## config.mk

```make
export PLATFORM = sky130hd
export DESIGN_NAME = encoder_pi_position_loop_unit
export DESIGN_NICKNAME = d
export VERILOG_FILES = /design/src/sv/epl_pkg.sv /design/src/sv/epl_datapath.sv /design/src/sv/encoder_pi_position_loop_unit.sv
export SDC_FILE = /design/constraint.sdc
export NUM_CORES = 1
export LEC_CHECK = 0
export BUFFER_PORTS_ARGS = -buffer_cell sky130_fd_sc_hd__clkbuf_2
export CORE_ASPECT_RATIO = 0.7
export CORE_UTILIZATION = 41
export DETAILED_ROUTE_END_ITERATION = 12
export GPL_TIMING_DRIVEN = 0
export SLEW_MARGIN = 20
export SYNTH_ARGS = -nofsm -noshare
export SYNTH_HDL_FRONTEND = slang
export SYNTH_SLANG_ARGS = --single-unit
```

## constraint.sdc

```tcl
create_clock -name clk -period 15.8 [get_ports clk]
set_clock_uncertainty 0.1 [all_clocks]
set_input_delay 1.58 -clock clk [delete_from_list [all_inputs] [get_ports clk]]
set_output_delay 1.58 -clock clk [all_outputs]
set_load 0.03 [all_outputs]
```

## src/sv/epl_pkg.sv

```systemverilog
// ----------------------------------------------------------------------------
// epl_pkg - shared types, constants and microcode for the PI position loop
// Holds the datapath widths, register codes, control-word layout and the
// microprogram table that sequences one item through the shared datapath.
// ----------------------------------------------------------------------------
`default_nettype none

package epl_pkg;

  // State width of position and integrator (16 .. 32)
  localparam int STATE_WIDTH = 16;

  // Error holds target (16 bits unsigned) minus a STATE_WIDTH position
  localparam int ERR_W  = STATE_WIDTH + 2;
  // Signed product of an ERR_W operand and a 9-bit zero-extended gain
  localparam int PROD_W = ERR_W + 9;
  // Drive accumulator: sum of two products
  localparam int DRV_W  = PROD_W + 1;

  localparam logic signed [ERR_W:0] INTEG_MAX =
    {{(ERR_W - STATE_WIDTH + 2){1'b0}}, {(STATE_WIDTH - 1){1'b1}}};
  localparam logic signed [ERR_W:0] INTEG_MIN = ~INTEG_MAX;

  // Configuration register indexes
  localparam logic [1:0] REG_SETPOINT_SCALE    = 2'd0;
  localparam logic [1:0] REG_GAIN_PROPORTIONAL = 2'd1;
  localparam logic [1:0] REG_GAIN_INTEGRAL     = 2'd2;

  localparam logic [7:0] RESET_SETPOINT_SCALE    = 8'd35;
  localparam logic [7:0] RESET_GAIN_PROPORTIONAL = 8'd1;
  localparam logic [7:0] RESET_GAIN_INTEGRAL     = 8'd0;

  localparam logic [7:0] DRIVE_LIMIT = 8'hff;

  // Microprogram addresses
  localparam int STEP_W = 3;
  localparam logic [STEP_W-1:0] ST_WAIT   = 3'd0;
  localparam logic [STEP_W-1:0] ST_POS    = 3'd1;
  localparam logic [STEP_W-1:0] ST_ERR    = 3'd2;
  localparam logic [STEP_W-1:0] ST_INTEG  = 3'd3;
  localparam logic [STEP_W-1:0] ST_PTERM  = 3'd4;
  localparam logic [STEP_W-1:0] ST_ITERM  = 3'd5;
  localparam logic [STEP_W-1:0] ST_EMIT   = 3'd6;

  typedef enum logic [1:0] {
    MUL_NONE,
    MUL_TARGET,
    MUL_PROP,
    MUL_INTEG
  } mul_sel_t;

  typedef enum logic [1:0] {
    ACC_HOLD,
    ACC_LOAD,
    ACC_ADD
  } acc_op_t;

  typedef enum logic [1:0] {
    JC_NONE,
    JC_NO_INPUT,
    JC_OUT_BUSY
  } jcond_t;

  typedef struct packed {
    logic              pos_en;
    mul_sel_t          mul_sel;
    logic              err_en;
    logic              integ_en;
    acc_op_t           acc_op;
    logic              out_load;
    jcond_t            jcond;
    logic [STEP_W-1:0] jtarget;
    logic              last;
  } ctrl_word_t;

  localparam ctrl_word_t CW_NOP = '{
    pos_en: 1'b0, mul_sel: MUL_NONE, err_en: 1'b0, integ_en: 1'b0,
    acc_op: ACC_HOLD, out_load: 1'b0, jcond: JC_NONE, jtarget: ST_WAIT,
    last: 1'b0
  };

  function automatic ctrl_word_t ucode(input logic [STEP_W-1:0] step);
    ctrl_word_t cw;
    cw = CW_NOP;
    unique case (step)
      ST_WAIT: begin
        cw.jcond   = JC_NO_INPUT;
        cw.jtarget = ST_WAIT;
      end
      ST_POS: begin
        cw.pos_en  = 1'b1;
        cw.mul_sel = MUL_TARGET;
      end
      ST_ERR: begin
        cw.err_en = 1'b1;
      end
      ST_INTEG: begin
        cw.integ_en = 1'b1;
        cw.mul_sel  = MUL_PROP;
      end
      ST_PTERM: begin
        cw.acc_op  = ACC_LOAD;
        cw.mul_sel = MUL_INTEG;
      end
      ST_ITERM: begin
        cw.acc_op = ACC_ADD;
      end
      ST_EMIT: begin
        cw.out_load = 1'b1;
        cw.jcond    = JC_OUT_BUSY;
        cw.jtarget  = ST_EMIT;
        cw.last     = 1'b1;
      end
      default: cw = CW_NOP;
    endcase
    return cw;
  endfunction

  function automatic logic [7:0] bit_reverse8(input logic [7:0] v);
    logic [7:0] t;
    t = ((v >> 1) & 8'h55) | ((v << 1) & 8'haa);
    t = ((t >> 2) & 8'h33) | ((t << 2) & 8'hcc);
    t = ((t >> 4) & 8'h0f) | ((t << 4) & 8'hf0);
    return t;
  endfunction

endpackage

`default_nettype wire

```

## src/sv/epl_datapath.sv

```systemverilog
// ----------------------------------------------------------------------------
// epl_datapath - shared-multiplier datapath of the PI position loop
// Input capture, position and integrator state, one multiplier and the
// drive accumulator, each stepped by the current control word.
// ----------------------------------------------------------------------------
`default_nettype none

module epl_datapath (
  input  wire logic                 clk,
  input  wire logic                 rst,
  input  wire epl_pkg::ctrl_word_t  ctrl,
  input  wire logic                 take,
  input  wire logic [7:0]           setpoint_byte,
  input  wire logic [7:0]           encoder_high_raw,
  input  wire logic [7:0]           encoder_low_raw,
  input  wire logic [7:0]           setpoint_scale,
  input  wire logic [7:0]           gain_proportional,
  input  wire logic [7:0]           gain_integral,
  output logic [7:0]                mag,
  output logic                      rev
);

  localparam int SW = epl_pkg::STATE_WIDTH;
  localparam int EW = epl_pkg::ERR_W;
  localparam int PW = epl_pkg::PROD_W;
  localparam int DW = epl_pkg::DRV_W;

  logic [7:0]              setp;
  logic signed [15:0]      delta;
  logic signed [SW-1:0]    pos;
  logic signed [SW-1:0]    integ;
  logic signed [EW-1:0]    err;
  logic signed [PW-1:0]    prod;
  logic signed [DW-1:0]    acc;

  logic signed [EW-1:0]    mul_a;
  logic signed [8:0]       mul_b;
  logic signed [PW-1:0]    mul_p;
  logic signed [EW:0]      isum;
  logic signed [DW-1:0]    prod_x;
  logic signed [DW-1:0]    drv_abs;
  logic                    drv_pos;

  // Capture the item; bit-reverse the encoder bytes on the way in
  always_ff @(posedge clk) begin
    if (take) begin
      setp  <= setpoint_byte;
      delta <= {epl_pkg::bit_reverse8(encoder_high_raw),
                epl_pkg::bit_reverse8(encoder_low_raw)};
    end
  end

  always_comb begin
    mul_a = '0;
    mul_b = '0;
    case (ctrl.mul_sel)
      epl_pkg::MUL_TARGET: begin
        mul_a = {{(EW - 8){1'b0}}, setp};
        mul_b = {1'b0, setpoint_scale};
      end
      epl_pkg::MUL_PROP: begin
        mul_a = err;
        mul_b = {1'b0, gain_proportional};
      end
      epl_pkg::MUL_INTEG: begin
        mul_a = {{(EW - SW){integ[SW-1]}}, integ};
        mul_b = {1'b0, gain_integral};
      end
      default: begin
        mul_a = '0;
        mul_b = '0;
      end
    endcase
  end

  assign mul_p  = mul_a * mul_b;
  assign isum   = {{(EW + 1 - SW){integ[SW-1]}}, integ} + {err[EW-1], err};
  assign prod_x = {prod[PW-1], prod};

  always_ff @(posedge clk) begin
    if (ctrl.mul_sel != epl_pkg::MUL_NONE) begin
      prod <= mul_p;
    end
    if (ctrl.err_en) begin
      err <= signed'(prod[EW-1:0]) - {{(EW - SW){pos[SW-1]}}, pos};
    end
    case (ctrl.acc_op)
      epl_pkg::ACC_LOAD: acc <= prod_x;
      epl_pkg::ACC_ADD:  acc <= acc + prod_x;
      default:           acc <= acc;
    endcase
  end

  // Position wraps, integrator saturates
  always_ff @(posedge clk) begin
    if (rst) begin
      pos   <= '0;
      integ <= '0;
    end else begin
      if (ctrl.pos_en) begin
        pos <= pos + SW'(delta);
      end
      if (ctrl.integ_en) begin
        if (isum > epl_pkg::INTEG_MAX) begin
          integ <= epl_pkg::INTEG_MAX[SW-1:0];
        end else if (isum < epl_pkg::INTEG_MIN) begin
          integ <= epl_pkg::INTEG_MIN[SW-1:0];
        end else begin
          integ <= isum[SW-1:0];
        end
      end
    end
  end

  // Magnitude and direction; zero drive reads as reverse
  always_comb begin
    drv_pos = !acc[DW-1] && (acc != '0);
    drv_abs = drv_pos ? acc : -acc;
    rev     = !drv_pos;
    if (|drv_abs[DW-1:8]) begin
      mag = epl_pkg::DRIVE_LIMIT;
    end else begin
      mag = drv_abs[7:0];
    end
  end

endmodule

`default_nettype wire

```

## src/sv/encoder_pi_position_loop_unit.sv

```systemverilog
// ----------------------------------------------------------------------------
// encoder_pi_position_loop_unit - microcoded PI position loop
// Reads a setpoint and bit-reversed encoder delta per item, updates the
// wrapping position and saturating integrator and emits a saturated drive
// magnitude with a direction bit.
// ----------------------------------------------------------------------------
//
//  channel | handshake                 | payload
//  --------+---------------------------+----------------------------------------
//  input   | in_valid / in_ready       | setpoint_byte, encoder_high_raw, encoder_low_raw
//  output  | out_valid / out_ready     | drive_magnitude, drive_reverse
//  config  | psel/penable/pwrite/pready| paddr[3:2] register, pwdata[7:0] value
//
//  An item passes through one accept step and six microprogram steps that
//  share a single multiplier for target, proportional and integral terms.
//  in_ready is high only in the wait step; the emit step holds while the
//  output register still carries an untaken result.
//  Synchronous reset clears position, integrator, the step counter and the
//  output valid, and restores the gain and scale registers.
//
`default_nettype none

module encoder_pi_position_loop_unit (
  input  wire logic        clk,
  input  wire logic        rst,
  // input items
  input  wire logic        in_valid,
  output logic             in_ready,
  input  wire logic [7:0]  setpoint_byte,
  input  wire logic [7:0]  encoder_high_raw,
  input  wire logic [7:0]  encoder_low_raw,
  // result items
  output logic             out_valid,
  input  wire logic        out_ready,
  output logic [7:0]       drive_magnitude,
  output logic             drive_reverse,
  // configuration
  input  wire logic        psel,
  input  wire logic        penable,
  input  wire logic        pwrite,
  input  wire logic [3:0]  paddr,
  input  wire logic [31:0] pwdata,
  output logic [31:0]      prdata,
  output logic             pready
);

  localparam int STW = epl_pkg::STEP_W;

  logic [STW-1:0]       step;
  logic [STW-1:0]       step_next;
  epl_pkg::ctrl_word_t  ctrl;
  logic                 take;
  logic                 out_busy;
  logic                 jump;
  logic                 emit;

  logic [7:0]           setpoint_scale;
  logic [7:0]           gain_proportional;
  logic [7:0]           gain_integral;
  logic [7:0]           dp_mag;
  logic                 dp_rev;

  // ---------------------------------------------------------------- config
  assign pready = 1'b1;

  always_ff @(posedge clk) begin
    if (rst) begin
      setpoint_scale    <= epl_pkg::RESET_SETPOINT_SCALE;
      gain_proportional <= epl_pkg::RESET_GAIN_PROPORTIONAL;
      gain_integral     <= epl_pkg::RESET_GAIN_INTEGRAL;
    end else if (psel && penable && pwrite && pready) begin
      // drop writes beyond the register list
      unique case (paddr[3:2])
        epl_pkg::REG_SETPOINT_SCALE:    setpoint_scale    <= pwdata[7:0];
        epl_pkg::REG_GAIN_PROPORTIONAL: gain_proportional <= pwdata[7:0];
        epl_pkg::REG_GAIN_INTEGRAL:     gain_integral     <= pwdata[7:0];
        default: ;
      endcase
    end
  end

  always_comb begin
    unique case (paddr[3:2])
      epl_pkg::REG_SETPOINT_SCALE:    prdata = {24'd0, setpoint_scale};
      epl_pkg::REG_GAIN_PROPORTIONAL: prdata = {24'd0, gain_proportional};
      epl_pkg::REG_GAIN_INTEGRAL:     prdata = {24'd0, gain_integral};
      default:                        prdata = 32'd0;
    endcase
  end

  // ------------------------------------------------------------- sequencer
  // Fetch the control word for the current step from the microcode table
  assign ctrl     = epl_pkg::ucode(step);
  assign in_ready = (step == epl_pkg::ST_WAIT);
  assign take     = in_valid && in_ready;
  assign out_busy = out_valid && !out_ready;
  assign emit     = ctrl.out_load && !out_busy;

  always_comb begin
    case (ctrl.jcond)
      epl_pkg::JC_NO_INPUT: jump = !in_valid;
      epl_pkg::JC_OUT_BUSY: jump = out_busy;
      default:              jump = 1'b0;
    endcase
  end

  // Jump when the condition holds, else advance or wrap to the wait step
  always_comb begin
    if (jump) begin
      step_next = ctrl.jtarget;
    end else if (ctrl.last) begin
      step_next = epl_pkg::ST_WAIT;
    end else begin
      step_next = step + STW'(1);
    end
  end

  always_ff @(posedge clk) begin
    if (rst) begin
      step <= epl_pkg::ST_WAIT;
    end else begin
      step <= step_next;
    end
  end

  // --------------------------------------------------------------- datapath
  // Control words stall while the emit step waits, so gate the ones that
  // touch state through the step counter only (emit alone holds)
  epl_datapath u_datapath (
    .clk               (clk),
    .rst               (rst),
    .ctrl              (ctrl),
    .take              (take),
    .setpoint_byte     (setpoint_byte),
    .encoder_high_raw  (encoder_high_raw),
    .encoder_low_raw   (encoder_low_raw),
    .setpoint_scale    (setpoint_scale),
    .gain_proportional (gain_proportional),
    .gain_integral     (gain_integral),
    .mag               (dp_mag),
    .rev               (dp_rev)
  );

  // ---------------------------------------------------------- output stage
  // Hold the result until taken; load a new one when the register frees up
  always_ff @(posedge clk) begin
    if (rst) begin
      out_valid <= 1'b0;
    end else if (emit) begin
      out_valid <= 1'b1;
    end else if (out_ready) begin
      out_valid <= 1'b0;
    end
  end

  always_ff @(posedge clk) begin
    if (emit) begin
      drive_magnitude <= dp_mag;
      drive_reverse   <= dp_rev;
    end
  end

endmodule

`default_nettype wire
```

==> qor.csv <==
stage,metric,value,unit
final_layout,Antenna diodes,0,
run,max-cap check violation count,0,
hold_path,HP Class,reg2reg,
clock_tree,Post-CTS Resized,0,
clock_tree,clock sinks,166,
timing,Slew HR,29.8,%
timing,unrepaired setup endpoints after global routing,false,
global_route,initial antenna violation count,1,
clock_tree,# hold bufs at CTS,0,
yosys,number of flops mapped to enable cells by yosys,106,
die,Initial Utilization,41.6,%
outcome,outcome,finished clean,
clock_tree,postcts setup bufs,0,
final_layout,fill count,3701,
worst_setup_path,Setup crit end kind,register,
global_route,first-pass GRT wire length,65.1,mm
timing,Final Hold Viols,0,
power_and_ir_drop,Tot Pwr,0.00114,W
die,num rows,60,
clock_tree,Max Buffers Root-to-Sink,2,
die,Die H,167,µm
detailed_routing,per-cell routed wire length,16.9,µm
yosys,Cells after Synth,1754,
clock_tree,H-tree depth,4,
yosys,ys async rst share,0,%
power_and_ir_drop,Pleak,7.64,nW
global_route,gr ovfl total,0,
global_route,GR Util All Layers,20.8,%
detailed_routing,DRC,0,
worst_setup_path,WP data required,15.88,ns
power_and_ir_drop,Cell Pwr Density,64.6,nW/µm²
worst_setup_path,WP data arrival,8.36,ns
clock_tree,Root Driver,clkbuf_16,
die,Die X,238,µm
clock_tree,CTS tree,yes,
timing,post-layout min period,8.28,ns
final_layout,layout cell share with drive strength beyond 1,9.52,%
global_route,vias in the first global route,12400,
detailed_routing,Via density,5.30,
detailed_routing,Post-Route WL,40.6,mm
yosys,synthesized flop and latch total,166,
worst_setup_path,CP max FO,10,
timing,measured slew at the worst slew-check pin,1.05,ns
yosys,Post-Syn Area,16000,µm²
timing,Tcrit/Tclk final,52.4,%
detailed_routing,First DRT Iteration DRCs,937,
place,hpwl dp,33.1,mm
power_and_ir_drop,worst vdd ir,71.7,µV
yosys,"Top FF cell, synth",edfxtp_1,
detailed_routing,remaining antenna violation count,0,
die,area of the core,38400,µm²
detailed_routing,1st-pass router iterations,7,
yosys,Avg Inst Size Synth,9.10,µm²
clock_tree,clock latency at the later pin of the worst-skew pair,0.45,ns
die,die area,39700,µm²
clock_tree,Worst-path clk slew,0.07,ns
timing,final slew viol count,0,
timing,Post-Route Setup TNS,0,ns
final_layout,area of the multi-input gates,10500,µm²
final_layout,Reg area,4380,µm²
yosys,"Seq/Total Area, Yosys",27.5,%
yosys,unique cell type count in the Yosys netlist,82,
final_layout,"commonest non-fill, non-tap cell in the layout",inv_1,
die,I/O Pins,111,
final_layout,area added between synthesis and finish,10.4,%
final_layout,Final Non-Filler Cells,2396,
timing,Final setup violation count,0,
timing,fmax,0.121,GHz
detailed_routing,via count,12700,
place,placed insts,2363,
yosys,"Warnings, synthesis",0,
final_layout,Final #Nets,2175,
clock_tree,Num CTS Buffers,17,
final_layout,"commonest cells after routing, fill and taps aside","inv_1 (221), nor2_1 (195), nand2_1 (143)",
worst_setup_path,nature of the critical path startpoint,register,
place,buffers added on ports,59,
worst_setup_path,critical setup path kind,reg2reg,
global_route,largest net degree at the start of global routing,29,
place,routability cong.,0.872,
path summary, 6_finish.rpt:
| kind | start | end | slack [ns] | depth (start not counted) |
|---|---|---|---|---|
| setup / recovery | step[2]$_SDFF_PP0_ | u_datapath.prod[19]$_DFFE_PP_ | 7.52 | 23 |
| hold / removal | u_datapath.pos[0]$_SDFFE_PP0N_ | u_datapath.pos[0]$_SDFFE_PP0N_ | 0.38 | 2 |
| setup reg to reg | step[2]$_SDFF_PP0_ | u_datapath.prod[19]$_DFFE_PP_ | 7.52 | 23 |
| hold reg to reg | u_datapath.pos[0]$_SDFFE_PP0N_ | u_datapath.pos[0]$_SDFFE_PP0N_ | 0.38 | 2 |
cell families after synthesis:
family	count (synthesis)	synth area share, %
buffers and inverters	292	7.54
multiplexers	69	4.49
other	2	0.0471
flip-flops	166	27.5
XOR/XNOR	83	4.56
AO/OA/AOI/OAI	349	14.4
AND/OR/NAND/NOR	541	16.2
adder cells (fa/ha/maj)	252	25.3
critical path, stage by stage, from the launching register on:
cell	delay [ns]
dfxtp_1	0.31
clkbuf_1	0.29
inv_2	0.12
nor3_1	0.86
clkbuf_1	0.68
nand2_1	0.10
o21ai_1	0.57
clkbuf_1	0.41
nand2_1	0.14
fa_1	0.55
inv_1	0.05
fa_1	0.49
fa_1	0.50
inv_1	0.06
fa_1	0.52
inv_1	0.04
ha_1	0.34
a2111oi_0	0.63
a221oi_1	0.23
or3_1	0.38
a21oi_1	0.22
o21bai_1	0.09
a21oi_1	0.20
xnor2_1	0.11
metal layers:
layer	vias up	part of all wire, %	track usage, %
li1	6208	-	-
met1	6166	51	31.1
met2	304	42	31.0
met3	29	5.9	4.41
met4	2	0.96	3.73
met5	-	0.032	0
area by class of cell:
| type | instances | area share [%] |
|---|---|---|
| multi-input combinational | 1319 | 59.5 |
| sequential | 166 | 24.9 |
| inverter | 225 | 4.79 |
| tap | 527 | 3.74 |
| clock buffer | 21 | 2.74 |
| buffer | 67 | 2.04 |
| timing repair buffer | 60 | 1.72 |
| clock inverter | 11 | 0.561 |
synth_stat cells (all sizes together), types with 41 or more instances:
cell / n / area share [%]
a21oi: 101 / 3.2
nor3: 41 / 1.3
fa: 118 / 15
inv: 224 / 5.3
xnor2: 61 / 3.3
ha: 134 / 11
nand2: 144 / 3.4
dfxtp: 60 / 7.5
o21ai: 77 / 2.4
nor2: 196 / 4.6
mux2i: 48 / 3.0
edfxtp: 106 / 20
sequential cells by signal (all words and copies together) (netlist names):
register           count
u_datapath.integ      16
out_valid              1
step                   3
u_datapath.err        18
drive_reverse          1
u_datapath.prod       27
u_datapath.delta      16
gain_integral          8
drive_magnitude        8
setpoint_scale         8
u_datapath.pos        16
u_datapath.acc        28
u_datapath.setp        8
gain_proportional      8
through the flow:
step	setup slack [ns]	hold slack [ns]	cell area [µm²]	utilization [%]
detailed placement	7.64	0.377	17000	44.4
global route	6.93	0.397	17600	45.9
CTS	7.63	0.387	17600	45.9
finish	7.52	0.385	17600	45.9
global placement	7.87	0.365	17000	44.3
floorplan	9.32	0.349	16000	-
power by group:
group / switching [W] / internal (W)
Sequential: 0.0000173 / 0.000485
Combinational: 0.000129 / 0.0000844
Clock: 0.000196 / 0.000226
No activity file was read; power rests on OpenSTA's default activity.
